$ cat src/hdl/docf_pkg.sv
// Shared types, constants and tables for the doorway occupancy counter and fader.
package docf_pkg;

  localparam int unsigned DIST_W = 10;
  localparam int unsigned COUNT_W = 8;
  localparam int unsigned LEVEL_W = 8;
  localparam int unsigned SKIP_W = 8;
  localparam int unsigned MODE_W = 2;

  localparam int unsigned FADE_STEPS = 12;
  localparam int unsigned STEP_W = $clog2(FADE_STEPS);
  localparam logic [COUNT_W-1:0] COUNT_MAX = COUNT_W'(255);

  localparam int unsigned TABLE_LEN = 12;
  localparam int unsigned TIDX_W = $clog2(TABLE_LEN);

  localparam logic [1:0] CODE_NONE = 2'd0;
  localparam logic [1:0] CODE_OUT = 2'd1;
  localparam logic [1:0] CODE_IN = 2'd2;

  localparam logic [MODE_W-1:0] MODE_FADE_ON = 2'd0;
  localparam logic [MODE_W-1:0] MODE_ON = 2'd1;
  localparam logic [MODE_W-1:0] MODE_FADE_OFF = 2'd2;
  localparam logic [MODE_W-1:0] MODE_OFF = 2'd3;

  localparam logic [1:0] REG_RANGE_LOW = 2'd0;
  localparam logic [1:0] REG_RANGE_HIGH = 2'd1;
  localparam logic [1:0] REG_DEBOUNCE = 2'd2;

  // History packed oldest entry in the lowest bits
  localparam logic [7:0] PAT_IN_A = {CODE_NONE, CODE_IN, CODE_NONE, CODE_OUT};
  localparam logic [7:0] PAT_IN_B = {CODE_NONE, CODE_IN, CODE_OUT, CODE_NONE};
  localparam logic [7:0] PAT_OUT_A = {CODE_NONE, CODE_OUT, CODE_NONE, CODE_IN};
  localparam logic [7:0] PAT_OUT_B = {CODE_NONE, CODE_OUT, CODE_IN, CODE_NONE};

  localparam logic [LEVEL_W-1:0] RAMP_UP [TABLE_LEN] =
    '{8'd5, 8'd10, 8'd20, 8'd30, 8'd50, 8'd70, 8'd110, 8'd150, 8'd200, 8'd225, 8'd250, 8'd255};
  localparam logic [LEVEL_W-1:0] RAMP_DOWN [TABLE_LEN] =
    '{8'd255, 8'd250, 8'd225, 8'd200, 8'd150, 8'd110, 8'd70, 8'd50, 8'd30, 8'd20, 8'd10, 8'd5};

  typedef struct packed {
    logic start_on;
    logic start_off;
  } fade_cmd_t;

endpackage

$ cat src/hdl/docf_sense.sv
// Presence coding, stable-code history, pattern match, debounce and occupancy count.
module docf_sense (
  input  logic                           clk,
  input  logic                           rst,
  input  logic                           step,
  input  logic [docf_pkg::DIST_W-1:0]    range_low,
  input  logic [docf_pkg::DIST_W-1:0]    range_high,
  input  logic [docf_pkg::SKIP_W-1:0]    debounce_ticks,
  input  logic [docf_pkg::DIST_W-1:0]    outer_distance,
  input  logic [docf_pkg::DIST_W-1:0]    inner_distance,
  output logic [docf_pkg::COUNT_W-1:0]   occupancy,
  output logic                           entered,
  output logic                           exited,
  output docf_pkg::fade_cmd_t            fade_cmd
);
  import docf_pkg::*;

  logic [1:0]         prev_code;
  logic [1:0]         prev_code_next;
  logic [7:0]         hist;
  logic [7:0]         hist_next;
  logic [SKIP_W-1:0]  skip;
  logic [SKIP_W-1:0]  skip_next;
  logic [COUNT_W-1:0] count;
  logic [1:0]         code;
  logic [1:0]         stable;
  logic [7:0]         shifted;
  logic               match_in;
  logic               match_out;

  always_comb begin
    code[0] = (outer_distance > range_low) && (outer_distance <= range_high);
    code[1] = (inner_distance > range_low) && (inner_distance <= range_high);
    stable = (prev_code == code) ? code : hist[7:6];
    shifted = (hist[7:6] != stable) ? {stable, hist[7:2]} : hist;
    match_in = (shifted == PAT_IN_A) || (shifted == PAT_IN_B);
    match_out = (shifted == PAT_OUT_A) || (shifted == PAT_OUT_B);

    prev_code_next = prev_code;
    hist_next = hist;
    skip_next = skip;
    occupancy = count;
    entered = 1'b0;
    exited = 1'b0;
    fade_cmd = '0;
    if (skip != '0) begin
      skip_next = skip - SKIP_W'(1);
    end else begin
      prev_code_next = code;
      hist_next = shifted;
      if (match_in) begin
        entered = 1'b1;
        fade_cmd.start_on = (count == '0);
        if (count < COUNT_MAX) begin
          occupancy = count + COUNT_W'(1);
        end
      end else if (match_out) begin
        exited = 1'b1;
        if (count != '0) begin
          occupancy = count - COUNT_W'(1);
          fade_cmd.start_off = (count == COUNT_W'(1));
        end
      end
      if (match_in || match_out) begin
        skip_next = debounce_ticks;
        hist_next = '0;
      end
    end
  end

  always_ff @(posedge clk) begin
    if (rst) begin
      prev_code <= CODE_NONE;
      hist <= '0;
      skip <= '0;
      count <= '0;
    end else if (step) begin
      prev_code <= prev_code_next;
      hist <= hist_next;
      skip <= skip_next;
      count <= occupancy;
    end
  end

  a_one_match: assert property (@(posedge clk) disable iff (rst)
    !(entered && exited))
    else $error("walk-in and walk-out flagged together");

  a_clear_on_match: assert property (@(posedge clk) disable iff (rst)
    step && (entered || exited) |=> hist == '0)
    else $error("history not cleared after a match");

  a_skip_quiet: assert property (@(posedge clk) disable iff (rst)
    skip != '0 |-> !entered && !exited && !fade_cmd.start_on && !fade_cmd.start_off)
    else $error("match reported while debounce active");

endmodule

$ cat src/hdl/docf_fade.sv
// Brightness fade sequencer: light mode, fade step and held level.
module docf_fade (
  input  logic                           clk,
  input  logic                           rst,
  input  logic                           step,
  input  docf_pkg::fade_cmd_t            fade_cmd,
  output logic [docf_pkg::LEVEL_W-1:0]   brightness,
  output logic [docf_pkg::MODE_W-1:0]    light_mode
);
  import docf_pkg::*;

  logic [MODE_W-1:0]  mode;
  logic [STEP_W-1:0]  fstep;
  logic [STEP_W-1:0]  fstep_next;
  logic [LEVEL_W-1:0] level;
  logic [MODE_W-1:0]  mode_cur;
  logic [STEP_W-1:0]  step_cur;
  logic [TIDX_W-1:0]  idx;

  always_comb begin
    mode_cur = mode;
    step_cur = fstep;
    if (fade_cmd.start_on) begin
      mode_cur = MODE_FADE_ON;
      step_cur = '0;
    end else if (fade_cmd.start_off) begin
      mode_cur = MODE_FADE_OFF;
      step_cur = '0;
    end
    if (32'(step_cur) < TABLE_LEN) begin
      idx = TIDX_W'(step_cur);
    end else begin
      idx = TIDX_W'(TABLE_LEN - 1);
    end

    light_mode = mode_cur;
    fstep_next = step_cur;
    brightness = level;
    if (mode_cur == MODE_FADE_ON || mode_cur == MODE_FADE_OFF) begin
      brightness = (mode_cur == MODE_FADE_ON) ? RAMP_UP[idx] : RAMP_DOWN[idx];
      if (32'(step_cur) == FADE_STEPS - 1) begin
        light_mode = (mode_cur == MODE_FADE_ON) ? MODE_ON : MODE_OFF;
        fstep_next = '0;
      end else begin
        fstep_next = step_cur + STEP_W'(1);
      end
    end
  end

  always_ff @(posedge clk) begin
    if (rst) begin
      mode <= MODE_OFF;
      fstep <= '0;
      level <= '0;
    end else if (step) begin
      mode <= light_mode;
      fstep <= fstep_next;
      level <= brightness;
    end
  end

  a_step_idle: assert property (@(posedge clk) disable iff (rst)
    (mode == MODE_ON || mode == MODE_OFF) |-> fstep == '0)
    else $error("fade step nonzero outside a fade");

endmodule

$ cat src/hdl/doorway_occupancy_counter_fader.sv
// Top level: stream ports, configuration registers, input and result registers.
// A result passes through the input register and then the result register before it is offered.
// Throughput: one item per cycle while the output is not stalled; an empty input register refills while a result waits.
// State updates in the same cycle an item moves from the input to the result register.
// Synchronous reset clears the count, history, debounce, fade state and both valid flags.
// Reset loads range_low 1, range_high 30, debounce_ticks 0; the light starts off at level 0.
module doorway_occupancy_counter_fader (
  input  logic                          clk,
  input  logic                          rst,
  input  logic                          s_axis_tvalid,
  output logic                          s_axis_tready,
  input  logic [23:0]                   s_axis_tdata,  // outer_distance, inner_distance
  output logic                          m_axis_tvalid,
  input  logic                          m_axis_tready,
  output logic [23:0]                   m_axis_tdata,  // occupancy, brightness, light_mode,
                                                       // entered, exited
  input  logic                          cfg_valid,
  output logic                          cfg_ready,
  input  logic [1:0]                    cfg_index,
  input  logic [docf_pkg::DIST_W-1:0]   cfg_data
);
  import docf_pkg::*;

  logic [DIST_W-1:0]  range_low;
  logic [DIST_W-1:0]  range_high;
  logic [SKIP_W-1:0]  debounce_ticks;
  logic               in_valid;
  logic [DIST_W-1:0]  outer_distance;
  logic [DIST_W-1:0]  inner_distance;
  logic               advance;
  logic               step;
  logic [COUNT_W-1:0] occupancy;
  logic               entered;
  logic               exited;
  logic [LEVEL_W-1:0] brightness;
  logic [MODE_W-1:0]  light_mode;
  fade_cmd_t          fade_cmd;
  logic [19:0]        result;

  assign cfg_ready = 1'b1;
  assign advance = !m_axis_tvalid || m_axis_tready;
  assign step = in_valid && advance;
  assign s_axis_tready = !in_valid || advance;

  always_ff @(posedge clk) begin
    if (rst) begin
      range_low <= DIST_W'(1);
      range_high <= DIST_W'(30);
      debounce_ticks <= '0;
    end else if (cfg_valid) begin
      unique case (cfg_index)
        REG_RANGE_LOW:  range_low <= cfg_data;
        REG_RANGE_HIGH: range_high <= cfg_data;
        REG_DEBOUNCE:   debounce_ticks <= cfg_data[SKIP_W-1:0];
        default: ;
      endcase
    end
  end

  always_ff @(posedge clk) begin
    if (rst) begin
      in_valid <= 1'b0;
      m_axis_tvalid <= 1'b0;
    end else begin
      in_valid <= (s_axis_tvalid && s_axis_tready) || (in_valid && !advance);
      if (advance) begin
        m_axis_tvalid <= in_valid;
      end
    end
  end

  always_ff @(posedge clk) begin
    if (s_axis_tvalid && s_axis_tready) begin
      outer_distance <= s_axis_tdata[9:0];
      inner_distance <= s_axis_tdata[19:10];
    end
    if (step) begin
      result <= {exited, entered, light_mode, brightness, occupancy};
    end
  end

  assign m_axis_tdata = {4'b0, result};

  docf_sense u_sense (
    .clk            (clk),
    .rst            (rst),
    .step           (step),
    .range_low      (range_low),
    .range_high     (range_high),
    .debounce_ticks (debounce_ticks),
    .outer_distance (outer_distance),
    .inner_distance (inner_distance),
    .occupancy      (occupancy),
    .entered        (entered),
    .exited         (exited),
    .fade_cmd       (fade_cmd)
  );

  docf_fade u_fade (
    .clk        (clk),
    .rst        (rst),
    .step       (step),
    .fade_cmd   (fade_cmd),
    .brightness (brightness),
    .light_mode (light_mode)
  );

endmodule

$ cat config.mk
export PLATFORM = sky130hd
export DESIGN_NAME = doorway_occupancy_counter_fader
export DESIGN_NICKNAME = d
export VERILOG_FILES = /design/src/hdl/docf_pkg.sv /design/src/hdl/docf_sense.sv /design/src/hdl/docf_fade.sv /design/src/hdl/doorway_occupancy_counter_fader.sv
export SDC_FILE = /design/constraint.sdc
export NUM_CORES = 1
export LEC_CHECK = 0
export ABC_AREA = 0
export ABC_CLOCK_PERIOD_IN_PS = 9300
export BUFFER_PORTS_ARGS = -buffer_cell sky130_fd_sc_hd__buf_2
export CAP_MARGIN = 30
export CORE_ASPECT_RATIO = 1.25
export CORE_MARGIN = 5
export CORE_UTILIZATION = 30
export DETAILED_ROUTE_END_ITERATION = 12
export SETUP_SLACK_MARGIN = 0.4
export SYNTH_ARGS = -nofsm -noshare
export SYNTH_HDL_FRONTEND = slang
export SYNTH_SLANG_ARGS = --single-unit
$ cat constraint.sdc
create_clock -name clk -period 9.3 [get_ports clk]
set_clock_uncertainty 0.15 [all_clocks]
set_input_delay 1.86 -clock clk [delete_from_list [all_inputs] [get_ports clk]]
set_output_delay 1.86 -clock clk [all_outputs]
set_load 0.005 [all_outputs]
==> flow_metrics.env <==
export IMPL_min_period_ns=5.512
export IMPL_max_vdd_ir_drop_mv=0.08177
export IMPL_ios=68
export IMPL_fmax_mhz=181.4
export IMPL_r2r_start="outer_distance[3]"
export IMPL_grt_max_degree=67
export IMPL_yosysTopAreaCellShare=0.2135
export IMPL_cts_root_buf="clkbuf_16"
export IMPL_p_per_area_nw_per_um2=140.9
export IMPL_hold_end="range_high[6]"
export IMPL_cts_made_buffers=9
export IMPL_gr_total_overflow=0
export IMPL_arrival_ns=5.53
export IMPL_status="complete, no violations"
export IMPL_nets=875
export IMPL_initial_core_util=0.3047
export IMPL_io_buffers=58
export IMPL_synth_edf_count=40
export IMPL_synthCells=748
export IMPL_antenna_found_initial=0
export IMPL_worst_slack_ns=3.788
export IMPL_htreeDepth=3
export IMPL_critPathMaxFanout=10
export IMPL_ys_flop_type="dfxtp_1"
export IMPL_tightest_slew_ns=0.9409
export IMPL_regToRegSetupSlack_ns=3.79
export IMPL_rows=60
export IMPL_p_leak_nw=2.954
export IMPL_rsz0062_at_grt="no"
export IMPL_cp_end_kind="register"
export IMPL_post_route_period_util=0.5927
export IMPL_hold_viol_final=0
export IMPL_r2r_end="result[8]"
export IMPL_synthTopCellsByArea="dfxtp_1 21%, edfxtp_1 18%, ha_1 10%"
export IMPL_grt_pass1_vias=5044
export IMPL_dieArea_um2=24960
export IMPL_die_w_um=142.3
export IMPL_max_slew_margin=0.3685
export IMPL_synth_largest_area_cell="dfxtp_1"
export IMPL_cts_resized=0
export IMPL_final_cells=1064
export IMPL_n_antenna_cell=0
export IMPL_coreArea_um2=21550
export IMPL_dp_cells=1048
export IMPL_drv_slew=0
export IMPL_hpwl_um=10920
export IMPL_post_dp_cell_area_um2=7072
export IMPL_clock_sinks=110
export IMPL_cts_buffer_depth=2
export IMPL_ys_ff_latch=110
export IMPL_ctsHoldBuffers=0
export IMPL_syn_area_per_cell_um2=8.777
export IMPL_ant_nets=0
export IMPL_grt_usage=0.1205
export IMPL_clock_latency_ns=0.35
export IMPL_hp_class="register to register"
export IMPL_min_from="range_high[6]"
export IMPL_cts_setup_buffers=0
export IMPL_drtPass1Iterations=5
export IMPL_async_flop_share=0
export IMPL_whs_path_depth=2
export IMPL_gp_congestion=0.8427
export IMPL_drt_iter0_markers=354
export IMPL_ys_warn_count=0
export IMPL_clk_pin_slew_worst_paths_ns=0.07
export IMPL_finalSetupViolCount=0
export IMPL_layout_drive_gt1_share=0.1236
export IMPL_critPathKind="register to register"
export IMPL_num_vias=5368
export IMPL_ys_types=71
export IMPL_fillers=2219
export IMPL_ff2ff_path_depth=20
export IMPL_cp_start_kind="register"
export IMPL_vias_per_cell=5.045
export IMPL_fin_area_um2=7357
export IMPL_grt_first_pass_wirelength_um=24720
export IMPL_drv_cap=0
export IMPL_wl_per_cell_um=14.06
export IMPL_ys_seq_area_frac=0.3964
export IMPL_synth_area_um2=6565
export IMPL_cp_required_ns=9.32
export IMPL_synth_most_common_cell="nor2_1"
export IMPL_place_ws_ns=3.769
export IMPL_fin_tns_setup_ns=0
export IMPL_wl_um=14960
export IMPL_yosys_top_cells_count="101 x nor2_1, 76 x a21oi_1, 70 x dfxtp_1, 58 x nand2_1, 54 x ha_1"
export IMPL_areaGrowthSynthToFinish_pct=12.06
export IMPL_die_h_um=175.4
export IMPL_route_detailed_drc=0
export IMPL_cts_tree="built"
[area by class of cell]
class | instances | area [µm²] | area share
timing repair buffer | 63 | 327.8 | 0.04456
clock inverter | 3 | 25.02 | 0.003401
sequential | 110 | 2603 | 0.3537
multi-input combinational | 552 | 3627 | 0.4930
tap | 279 | 349.1 | 0.04745
inverter | 44 | 165.2 | 0.02245
clock buffer | 13 | 260.3 | 0.03537
[where the power goes]
group | total [mW] | switching, mW | internal, mW
sequential | 0.529 | 0.0125 | 0.516
combinational | 0.125 | 0.0750 | 0.0497
clock | 0.383 | 0.184 | 0.199
total | 1.04 | 0.271 | 0.765
[kinds of logic (layout without fill, tap and decap cells)]
kind of cell	count (synthesis)	count (layout)	share of synthesized area
simple gates	254	254	0.1805
buf+inv	89	123	0.05432
xor+xnor	11	11	0.01582
flops	110	110	0.3964
compound gates	216	216	0.2306
other cells	2	5	0.001144
mux	12	12	0.01830
fa+ha+maj	54	54	0.1029
[worst max-delay path: stages, from the launching register on]
cell	delay, ns
edfxtp_1	0.42
ha_1	0.31
a21o_1	0.18
a21o_1	0.18
a221o_1	0.38
a311oi_4	0.52
xor2_2	0.22
nor4_1	0.52
o2111a_1	0.56
a21oi_2	0.13
and2_1	0.22
inv_1	0.13
ha_1	0.26
a21oi_1	0.09
a21oi_1	0.16
nor3_1	0.06
a221o_1	0.28
nor2_1	0.08
a21oi_1	0.05
nand3_1	0.14
a21boi_0	0.25
[state kept, by name (all words and copies together) (netlist names)]
signal             flops
u_sense.hist           8
in_valid               1
u_sense.count          8
u_fade.mode            2
outer_distance        10
u_sense.prev_code      2
range_low             10
u_fade.level           8
u_sense.skip           8
debounce_ticks         8
result                20
u_fade.fstep           4
range_high            10
m_axis_tvalid          1
inner_distance        10
[worst max path at each step]
stage,startpoint,to,slack (ns),cells after the start
6_report,outer_distance[3],result[8],3.79,20
5_1_grt,outer_distance[3],result[8],3.32,20
4_1_cts,outer_distance[3],result[8],3.76,20
3_5_place_dp,outer_distance[3],result[8],3.77,20
3_3_place_gp,outer_distance[3],result[8],3.89,20
2_1_floorplan,outer_distance[3],u_fade.level[0],4.69,22
[metal layers]
layer / routed length [µm] / vias to the layer above / track usage
met4: 272 / 0 / 0.03843
met3: 551 / 23 / 0.01825
li1: - / 2762 / -
met2: 7168 / 90 / 0.2091
met5: 0 / - / 0
met1: 6962 / 2493 / 0.1531
[stage by stage]
step | hold WS [ns] | utilization | power, mW
2_1_floorplan | 0.2863 | - | 0.6271
3_3_place_gp | 0.2928 | 0.3282 | 0.6635
3_5_place_dp | 0.2967 | 0.3282 | 0.6658
4_1_cts | 0.3074 | 0.3415 | 1.049
5_1_grt | 0.3339 | 0.3415 | 1.084
6_report | 0.3049 | 0.3415 | 1.037
[cell usage in the layout (no fill, tap or decap), drive strengths merged, types with 5 or more instances in the layout]
master / synthesis / final
nor3: 16 / 16
nand4: 8 / 8
conb: 2 / 5
clkbuf: 35 / 13
a31oi: 7 / 7
o211ai: 9 / 9
ha: 54 / 54
a311oi: 5 / 5
dfxtp: 70 / 70
a211oi: 13 / 13
o21ai: 34 / 34
nor4: 8 / 8
nand2b: 10 / 10
inv: 44 / 46
and3: 6 / 6
or3: 5 / 5
a211o: 8 / 8
xnor2: 7 / 7
a22o: 7 / 7
mux2i: 12 / 12
buf: 10 / 63
a21oi: 77 / 77
nor2b: 7 / 7
and2: 5 / 5
nand3: 17 / 17
edfxtp: 40 / 40
nand2: 58 / 58
a21o: 13 / 13
nor2: 101 / 101
(Power assumes the default switching activity.)
